### config.mk
export PLATFORM = sky130hd
export DESIGN_NAME = burn_wire_pulse_sequencer
export DESIGN_NICKNAME = d
export VERILOG_FILES = /design/src/design/bws_pkg.sv /design/src/design/bws_cfg_regs.sv /design/src/design/bws_core.sv /design/src/design/burn_wire_pulse_sequencer.sv
export SDC_FILE = /design/constraint.sdc
export NUM_CORES = 1
export LEC_CHECK = 0
export BUFFER_PORTS_ARGS = -buffer_cell sky130_fd_sc_hd__buf_2
export CORE_MARGIN = 2
export CORE_UTILIZATION = 61
export CTS_CLUSTER_DIAMETER = 100
export DETAILED_ROUTE_END_ITERATION = 8
export GPL_TIMING_DRIVEN = 0
export HOLD_SLACK_MARGIN = 0.1
export PLACE_DENSITY = 0.81
export SYNTH_ARGS = -nofsm -noshare
export SYNTH_HDL_FRONTEND = slang
export SYNTH_SLANG_ARGS = --single-unit
export TNS_END_PERCENT = 5
### constraint.sdc
create_clock -name clk -period 9.92 [get_ports clk]
set_input_delay 0.992 -clock clk [delete_from_list [all_inputs] [get_ports clk]]
set_output_delay 0.992 -clock clk [all_outputs]
set_load 0.02 [all_outputs]
### src/design/bws_pkg.sv
// Package for the burn-wire pulse sequencer: beat types, register set,
// request, channel and status codes, and reset values.
// No dependencies.
package bws_pkg;

  // Configuration port widths
  localparam int CFG_IDX_W  = 2;
  localparam int CFG_DATA_W = 16;
  localparam int UNITS_W    = 16;
  localparam int ON_MS_W    = 6;
  // Millisecond counter width; every legal period length fits in it
  localparam int MS_W       = 6;

  // Register indexes
  localparam logic [CFG_IDX_W-1:0] CFG_ANTENNA_UNITS = 2'd0;
  localparam logic [CFG_IDX_W-1:0] CFG_SPRITE_UNITS  = 2'd1;
  localparam logic [CFG_IDX_W-1:0] CFG_SHORT_ON_MS   = 2'd2;
  localparam logic [CFG_IDX_W-1:0] CFG_LONG_ON_MS    = 2'd3;

  // Register reset values
  localparam logic [UNITS_W-1:0] RST_ANTENNA_UNITS = 16'd30;
  localparam logic [UNITS_W-1:0] RST_SPRITE_UNITS  = 16'd30;
  localparam logic [ON_MS_W-1:0] RST_SHORT_ON_MS   = 6'd5;
  localparam logic [ON_MS_W-1:0] RST_LONG_ON_MS    = 6'd15;

  // Request codes
  localparam logic REQ_TICK  = 1'b0;
  localparam logic REQ_START = 1'b1;

  // Channel codes
  localparam logic [2:0] CH_ANT1 = 3'd0;
  localparam logic [2:0] CH_ANT2 = 3'd1;
  localparam logic [2:0] CH_DEP1 = 3'd2;
  localparam logic [2:0] CH_DEP2 = 3'd3;
  localparam logic [2:0] CH_BOTH = 3'd4;

  // Result status
  typedef enum logic [1:0] {
    ST_TICK   = 2'd0,
    ST_ACCEPT = 2'd1,
    ST_REJECT = 2'd2
  } status_t;

  typedef struct packed {
    logic [UNITS_W-1:0] antenna_burn_units;
    logic [UNITS_W-1:0] sprite_burn_units;
    logic [ON_MS_W-1:0] short_on_ms;
    logic [ON_MS_W-1:0] long_on_ms;
  } cfg_t;

  typedef struct packed {
    logic       req_type;
    logic [2:0] channel;
  } in_item_t;

  typedef struct packed {
    logic [3:0] heater_pins;
    logic       relay_a_on;
    logic       relay_b_on;
    logic       busy_res;
    logic [3:0] done_flags;
    logic [1:0] status;
  } out_item_t;

endpackage

### src/design/bws_cfg_regs.sv
// Configuration register file for the burn-wire pulse sequencer.
// Depends on bws_pkg.
module bws_cfg_regs (
  input  logic                           clk,
  input  logic                           rst,
  input  logic                           cfg_we,
  input  logic [bws_pkg::CFG_IDX_W-1:0]  cfg_index,
  input  logic [bws_pkg::CFG_DATA_W-1:0] cfg_data,
  output bws_pkg::cfg_t                  cfg
);

  // Load reset values, then take writes by index
  always_ff @(posedge clk) begin
    if (rst) begin
      cfg.antenna_burn_units <= bws_pkg::RST_ANTENNA_UNITS;
      cfg.sprite_burn_units  <= bws_pkg::RST_SPRITE_UNITS;
      cfg.short_on_ms        <= bws_pkg::RST_SHORT_ON_MS;
      cfg.long_on_ms         <= bws_pkg::RST_LONG_ON_MS;
    end else if (cfg_we) begin
      case (cfg_index)
        bws_pkg::CFG_ANTENNA_UNITS: begin
          cfg.antenna_burn_units <= cfg_data[bws_pkg::UNITS_W-1:0];
        end
        bws_pkg::CFG_SPRITE_UNITS: begin
          cfg.sprite_burn_units <= cfg_data[bws_pkg::UNITS_W-1:0];
        end
        bws_pkg::CFG_SHORT_ON_MS: begin
          cfg.short_on_ms <= cfg_data[bws_pkg::ON_MS_W-1:0];
        end
        bws_pkg::CFG_LONG_ON_MS: begin
          cfg.long_on_ms <= cfg_data[bws_pkg::ON_MS_W-1:0];
        end
        default: begin
        end
      endcase
    end
  end

endmodule

### src/design/bws_core.sv
// Burn state and single-pass step logic: takes one staged beat and gives
// the next state and the result beat. Depends on bws_pkg.
module bws_core #(
  parameter int PERIOD_MS        = 50,
  parameter int PERIODS_PER_UNIT = 2
) (
  input  logic                clk,
  input  logic                rst,
  input  logic                step,
  input  bws_pkg::in_item_t   item,
  input  bws_pkg::cfg_t       cfg,
  output bws_pkg::out_item_t  result
);

  // Period counter holds any unit count times periods per unit
  localparam int PD_W = $clog2(((1 << bws_pkg::UNITS_W) - 1) * PERIODS_PER_UNIT + 1);
  localparam logic [bws_pkg::MS_W-1:0] MS_LAST = bws_pkg::MS_W'(PERIOD_MS - 1);
  localparam logic [PD_W-1:0] PPU = PD_W'(PERIODS_PER_UNIT);

  logic                    burning;
  logic [1:0]              active_channel;
  logic                    second_antenna_pending;
  logic [bws_pkg::MS_W-1:0] ms_in_period;
  logic [PD_W-1:0]         periods_done;
  logic [3:0]              completed;

  logic                    burning_next;
  logic [1:0]              active_channel_next;
  logic                    second_antenna_pending_next;
  logic [bws_pkg::MS_W-1:0] ms_in_period_next;
  logic [PD_W-1:0]         periods_done_next;
  logic [3:0]              completed_next;

  logic                    check_end;
  logic [bws_pkg::UNITS_W-1:0] units;
  logic [PD_W-1:0]         total;
  logic [bws_pkg::ON_MS_W-1:0] on_ms;
  bws_pkg::status_t        status;

  // Work out the state after this beat; a burn end may chain into antenna 2
  always_comb begin
    burning_next                = burning;
    active_channel_next         = active_channel;
    second_antenna_pending_next = second_antenna_pending;
    ms_in_period_next           = ms_in_period;
    periods_done_next           = periods_done;
    completed_next              = completed;
    check_end                   = 1'b0;
    status                      = bws_pkg::ST_TICK;
    units                       = '0;
    total                       = '0;

    if (item.req_type == bws_pkg::REQ_TICK) begin
      if (burning) begin
        if (ms_in_period == MS_LAST) begin
          ms_in_period_next = '0;
          periods_done_next = periods_done + 1'b1;
          check_end         = 1'b1;
        end else begin
          ms_in_period_next = ms_in_period + 1'b1;
        end
      end
    end else if (burning || (item.channel > bws_pkg::CH_BOTH)) begin
      status = bws_pkg::ST_REJECT;
    end else begin
      status = bws_pkg::ST_ACCEPT;
      if (item.channel == bws_pkg::CH_BOTH) begin
        second_antenna_pending_next = 1'b1;
        active_channel_next         = bws_pkg::CH_ANT1[1:0];
      end else begin
        second_antenna_pending_next = 1'b0;
        active_channel_next         = item.channel[1:0];
      end
      burning_next      = 1'b1;
      ms_in_period_next = '0;
      periods_done_next = '0;
      check_end         = 1'b1;
    end

    // At most two burns can end in one beat
    for (int i = 0; i < 2; i++) begin
      units = (active_channel_next == bws_pkg::CH_DEP2[1:0]) ?
              cfg.sprite_burn_units : cfg.antenna_burn_units;
      total = PD_W'(PD_W'(units) * PPU);
      if (check_end && burning_next && (periods_done_next >= total)) begin
        burning_next   = 1'b0;
        completed_next = completed_next | (4'b0001 << active_channel_next);
        if (second_antenna_pending_next) begin
          second_antenna_pending_next = 1'b0;
          active_channel_next         = bws_pkg::CH_ANT2[1:0];
          burning_next                = 1'b1;
          ms_in_period_next           = '0;
          periods_done_next           = '0;
        end
      end
    end
  end

  // Drive pins and relays from the next state
  always_comb begin
    on_ms = (active_channel_next == bws_pkg::CH_DEP2[1:0]) ? cfg.long_on_ms : cfg.short_on_ms;
    result.heater_pins = (burning_next && (ms_in_period_next < on_ms)) ?
                         (4'b0001 << active_channel_next) : 4'b0000;
    result.relay_a_on  = burning_next && !active_channel_next[0];
    result.relay_b_on  = burning_next && active_channel_next[0];
    result.busy_res    = burning_next;
    result.done_flags  = completed_next;
    result.status      = status;
  end

  // Advance the state once per staged beat
  always_ff @(posedge clk) begin
    if (rst) begin
      burning                <= 1'b0;
      active_channel         <= '0;
      second_antenna_pending <= 1'b0;
      ms_in_period           <= '0;
      periods_done           <= '0;
      completed              <= '0;
    end else if (step) begin
      burning                <= burning_next;
      active_channel         <= active_channel_next;
      second_antenna_pending <= second_antenna_pending_next;
      ms_in_period           <= ms_in_period_next;
      periods_done           <= periods_done_next;
      completed              <= completed_next;
    end
  end

  // Millisecond counter stays inside one period
  a_ms_range: assert property (@(posedge clk) disable iff (rst)
    ms_in_period <= MS_LAST)
    else $error("ms_in_period left the period");

  // Done bits are sticky
  a_done_sticky: assert property (@(posedge clk) disable iff (rst)
    1'b1 |=> ((completed & $past(completed)) == $past(completed)))
    else $error("completed bit cleared");

  // A pending second antenna only rides on a running antenna 1 burn
  a_pending: assert property (@(posedge clk) disable iff (rst)
    second_antenna_pending |-> (burning && (active_channel == bws_pkg::CH_ANT1[1:0])))
    else $error("second antenna pending without antenna 1 burn");

  // A heater pin is only driven with its relay on
  a_pin_relay: assert property (@(posedge clk) disable iff (rst)
    (result.heater_pins != 4'b0000) |-> (result.relay_a_on != result.relay_b_on))
    else $error("heater pin without exactly one relay");

endmodule

### src/design/burn_wire_pulse_sequencer.sv
// Top level of the burn-wire pulse sequencer: input stage, output stage,
// register file and core. Depends on bws_pkg, bws_cfg_regs, bws_core.
//
// Usage:
//   in_valid/in_ready/in_item carry request beats: a one-millisecond tick
//   or a start command naming antenna 1, antenna 2, deploy 1, deploy 2 or
//   both antennas in turn. out_valid/out_ready/out_item carry one result
//   beat per request: heater pins, relays, busy, sticky done flags, status.
//   cfg_we/cfg_index/cfg_data write one of the four registers, chosen by cfg_index;
//   write them only while no request is in flight.
// Path: an accepted request waits in the input stage, and its result is
//   registered into the output stage once that stage is free.
// Throughput: one request per cycle while out_ready is high; the state update
//   is a single pass of counter, compare and select logic between the two stages.
// Reset: burn idle, counters and done flags clear, registers at their
//   reset values (30 units, 30 units, 5 ms, 15 ms); no beats pending.
// Stall: while out_ready is low the result is held and one more request
//   is taken into the input stage; then in_ready drops until space frees.
module burn_wire_pulse_sequencer #(
  parameter int PERIOD_MS        = 50,
  parameter int PERIODS_PER_UNIT = 2
) (
  input  logic                           clk,
  input  logic                           rst,
  input  logic                           in_valid,
  output logic                           in_ready,
  input  bws_pkg::in_item_t              in_item,
  output logic                           out_valid,
  input  logic                           out_ready,
  output bws_pkg::out_item_t             out_item,
  input  logic                           cfg_we,
  input  logic [bws_pkg::CFG_IDX_W-1:0]  cfg_index,
  input  logic [bws_pkg::CFG_DATA_W-1:0] cfg_data
);

  logic               stage_valid;
  bws_pkg::in_item_t  stage_item;
  logic               out_free;
  logic               advance;
  bws_pkg::cfg_t      cfg;
  bws_pkg::out_item_t core_result;

  // Handshake between the two stages
  assign out_free = !out_valid || out_ready;
  assign advance  = stage_valid && out_free;
  assign in_ready = !stage_valid || out_free;

  // Input stage: take a beat whenever the stage is free or moving on
  always_ff @(posedge clk) begin
    if (rst) begin
      stage_valid <= 1'b0;
    end else if (in_ready) begin
      stage_valid <= in_valid;
    end
  end

  always_ff @(posedge clk) begin
    if (in_valid && in_ready) begin
      stage_item <= in_item;
    end
  end

  // Output stage: hold the result until the receiver takes it
  always_ff @(posedge clk) begin
    if (rst) begin
      out_valid <= 1'b0;
    end else if (out_free) begin
      out_valid <= stage_valid;
    end
  end

  always_ff @(posedge clk) begin
    if (advance) begin
      out_item <= core_result;
    end
  end

  bws_cfg_regs u_cfg_regs (
    .clk       (clk),
    .rst       (rst),
    .cfg_we    (cfg_we),
    .cfg_index (cfg_index),
    .cfg_data  (cfg_data),
    .cfg       (cfg)
  );

  bws_core #(
    .PERIOD_MS        (PERIOD_MS),
    .PERIODS_PER_UNIT (PERIODS_PER_UNIT)
  ) u_core (
    .clk    (clk),
    .rst    (rst),
    .step   (advance),
    .item   (stage_item),
    .cfg    (cfg),
    .result (core_result)
  );

endmodule
==> results.json <==
{
  "status": "finished clean",
  "post-place-ws_ns": 1.47,
  "vdd_ir_drop_max_mv": 0.0925,
  "ctsResizeCount": 0,
  "worst-path-max-fanout": 10,
  "wl_per_cell_um": 17.1,
  "critPathMaxStageDelay_ns": 0.47,
  "whs_path_depth": 2,
  "fin_setup_tns_ns": 0,
  "synth_top_cell_by_area": "dfxtp_1",
  "p_leak_nw": 2.41,
  "period_minus_slack_ns": 8.54,
  "max_slew.worst_pin.slew_ns": 1.19,
  "cp_data_required_time_ns": 10.11,
  "dp_hpwl_mm": 10.6,
  "synth.area.top_cells": "dfxtp_1 (28%), edfxtp_1 (9.2%), ha_1 (9.0%), nand2_1 (8.8%), mux2i_1 (7.7%)",
  "hold_violations": 0,
  "syn-num-nets": 711,
  "async_flop_share_pct": 0,
  "worst_clock_skew_ns": 0.0190,
  "cts-root-buf": "clkbuf_8",
  "wl_met2_mm": 6.28,
  "port-buffer-count": 39,
  "slew_headroom_pct": 20.6,
  "antenna_cells": 0,
  "cts.clk_slew.worst_paths_ns": 0.10,
  "r2r-start": "stage_item[3]",
  "dr.pass1.iters": 5,
  "num_io_pins": 42,
  "core-area_um2": 8760,
  "hold_path.class": "flop to flop",
  "antenna_found_initial": 0,
  "ant_nets": 0,
  "crit_start": "stage_item[3]",
  "clockBufferDepth": 2,
  "gp_congestion": 0.964,
  "grt_util_all_layers_pct": 28.8,
  "synth-seq-area-share_pct": 36.9,
  "placementRows": 34,
  "worstSkewPairLatency_ns": 0.36,
  "layout-drive-gt1-share_pct": 12.3,
  "synth_edf_count": 17,
  "cts_made_buffers": 9,
  "vias": 4927,
  "met1_length_mm": 6.05,
  "power_density_nw_per_um2": 130,
  "grt_max_degree": 23,
  "ff_latch_area_um2": 2050,
  "drtIter0Drc": 293,
  "final.fill_count": 715,
  "synth-seq-cells": 94,
  "ys.flop_type": "dfxtp_1",
  "hold_buffers": 0,
  "grt_pass1_vias": 4664,
  "fin_ws_ns": 1.38,
  "multi_input_area_um2": 3340,
  "drv_cap": 0,
  "r2r_cells": 32,
  "slew_viol_final": 0,
  "met3_length_mm": 1.07,
  "die_h_um": 99.5,
  "critPathCaptureType": "flop",
  "fin_hold_ws_ns": 0.462,
  "synth.avg_cell_area_um2": 8.64,
  "worstHoldStart": "u_core.completed[1]",
  "rsz0062_at_grt": "false",
  "clock-sinks": 94,
  "yosysMostFrequentCell": "nand2_1",
  "finalSetupViolCount": 0,
  "initial_core_util_pct": 63.5,
  "yosys_warnings": 0,
  "crit_arrival_ns": 8.73,
  "fin_crit_sh_pct": 86.1,
  "top_layer": "met4",
  "synth_area_um2": 5560,
  "cpMaxStageDelayCell": "edfxtp_1",
  "critPathLaunchType": "flop",
  "path_class": "flop to flop",
  "fmax_mhz": 117,
  "htreeDepth": 3,
  "routed_wl_mm": 13.8,
  "synthCells": 644,
  "synth.distinct_cells": 67,
  "synth_top_area_share_pct": 27.7,
  "area_growth_pct": 10.1,
  "grt-ovfl-total": 0,
  "fin_nets": 761,
  "netlist_top_cells_count": "nand2_1 (131), dfxtp_1 (77), a21oi_1 (64), mux2i_1 (43), ha_1 (40)",
  "dieArea_um2": 9900,
  "postCtsSetupBuffers": 0,
  "grt_pass1_wl_mm": 22.7,
  "die_x_um": 99.5,
  "drc": 0,
  "cts_tree": "built",
  "routed_via_density": 6.11
}
## through the flow
stage	instance area [um2]	power, W	utilization [%]	std cells
4_1_cts	6130	0.000799	69.9	807
6_report	6130	0.000799	69.9	807
5_1_grt	6130	0.000826	69.9	807
3_3_place_gp	5890	0.000507	67.2	791
3_5_place_dp	5890	0.000511	67.2	791
2_1_floorplan	5560	0.000480	-	644
## worst paths after layout
| path | slack [ns] | end |
|---|---|---|
| setup / recovery | 1.38 | out_item[11] |
| hold / removal | 0.46 | u_core.completed[1] |
| setup reg to reg | 1.38 | out_item[11] |
| hold reg to reg | 0.46 | u_core.completed[1] |
## routing by layer
layer | up-vias | track usage (%)
li1 | 2415 | -
met1 | 2293 | 38.4
met4 | 0 | 10.0
met2 | 181 | 47.8
met3 | 38 | 4.50
met5 | - | 0
## critical path: cells and delay by family (launching register included)
kind	cells	cell delay [ns]
adders and majority gates	3	0.83
and+or+nand+nor	9	1.88
muxes	3	0.70
AOI/OAI and AO/OA	13	3.35
buffers and inverters	4	1.12
DFF	1	0.47
## kinds of logic after synthesis
family	share of synthesized area (%)
and+or+nand+nor	25.4
AOI/OAI and AO/OA	16.8
DFF	36.9
muxes	8.41
buffers and inverters	3.13
adders and majority gates	9.00
xor gates and xnor gates	0.315
## flip-flops by register name, indices dropped and copies added (netlist names), 2 cells and up
| register | cells |
|---|---|
| out_item | 13 |
| stage_item | 4 |
| u_cfg_regs.cfg | 44 |
| u_core.active_channel | 2 |
| u_core.completed | 4 |
| u_core.ms_in_period | 6 |
| u_core.periods_done | 17 |
## placed cells by master (no fill, tap or decap), drive strengths merged, types with 4 or more instances in the layout
cell	count
mux2i	43
a21oi	65
a22o	8
a211oi	4
o211ai	4
and3	7
nand2b	7
buf	45
nand3b	15
o21ai	22
edfxtp	17
dfxtp	77
clkbuf	35
inv	13
and2	20
o31ai	5
nor2	34
a21o	7
nand3	31
nand2	132
ha	40
nor3	5
nand4	14
## report_power, final
part / switching (W) / internal, W / leakage (nW) / total (W)
logic: 0.0000608 / 0.0000332 / 1.50 / 0.0000940
clock network: 0.000137 / 0.000159 / 0.112 / 0.000296
registers: 0.00000847 / 0.000401 / 0.792 / 0.000409
total: 0.000207 / 0.000593 / 2.41 / 0.000799
## area by class of cell
cell class | count | share of cell area [%]
well taps | 108 | 2.21
repair buffers | 39 | 3.19
plain buffers | 29 | 2.10
clock buffers | 12 | 2.55
multi-input cells | 509 | 54.5
inverters | 12 | 0.735
flip-flops and latches | 94 | 33.5
clock inverters | 4 | 1.25
No activity file was read; power rests on OpenSTA's default activity.
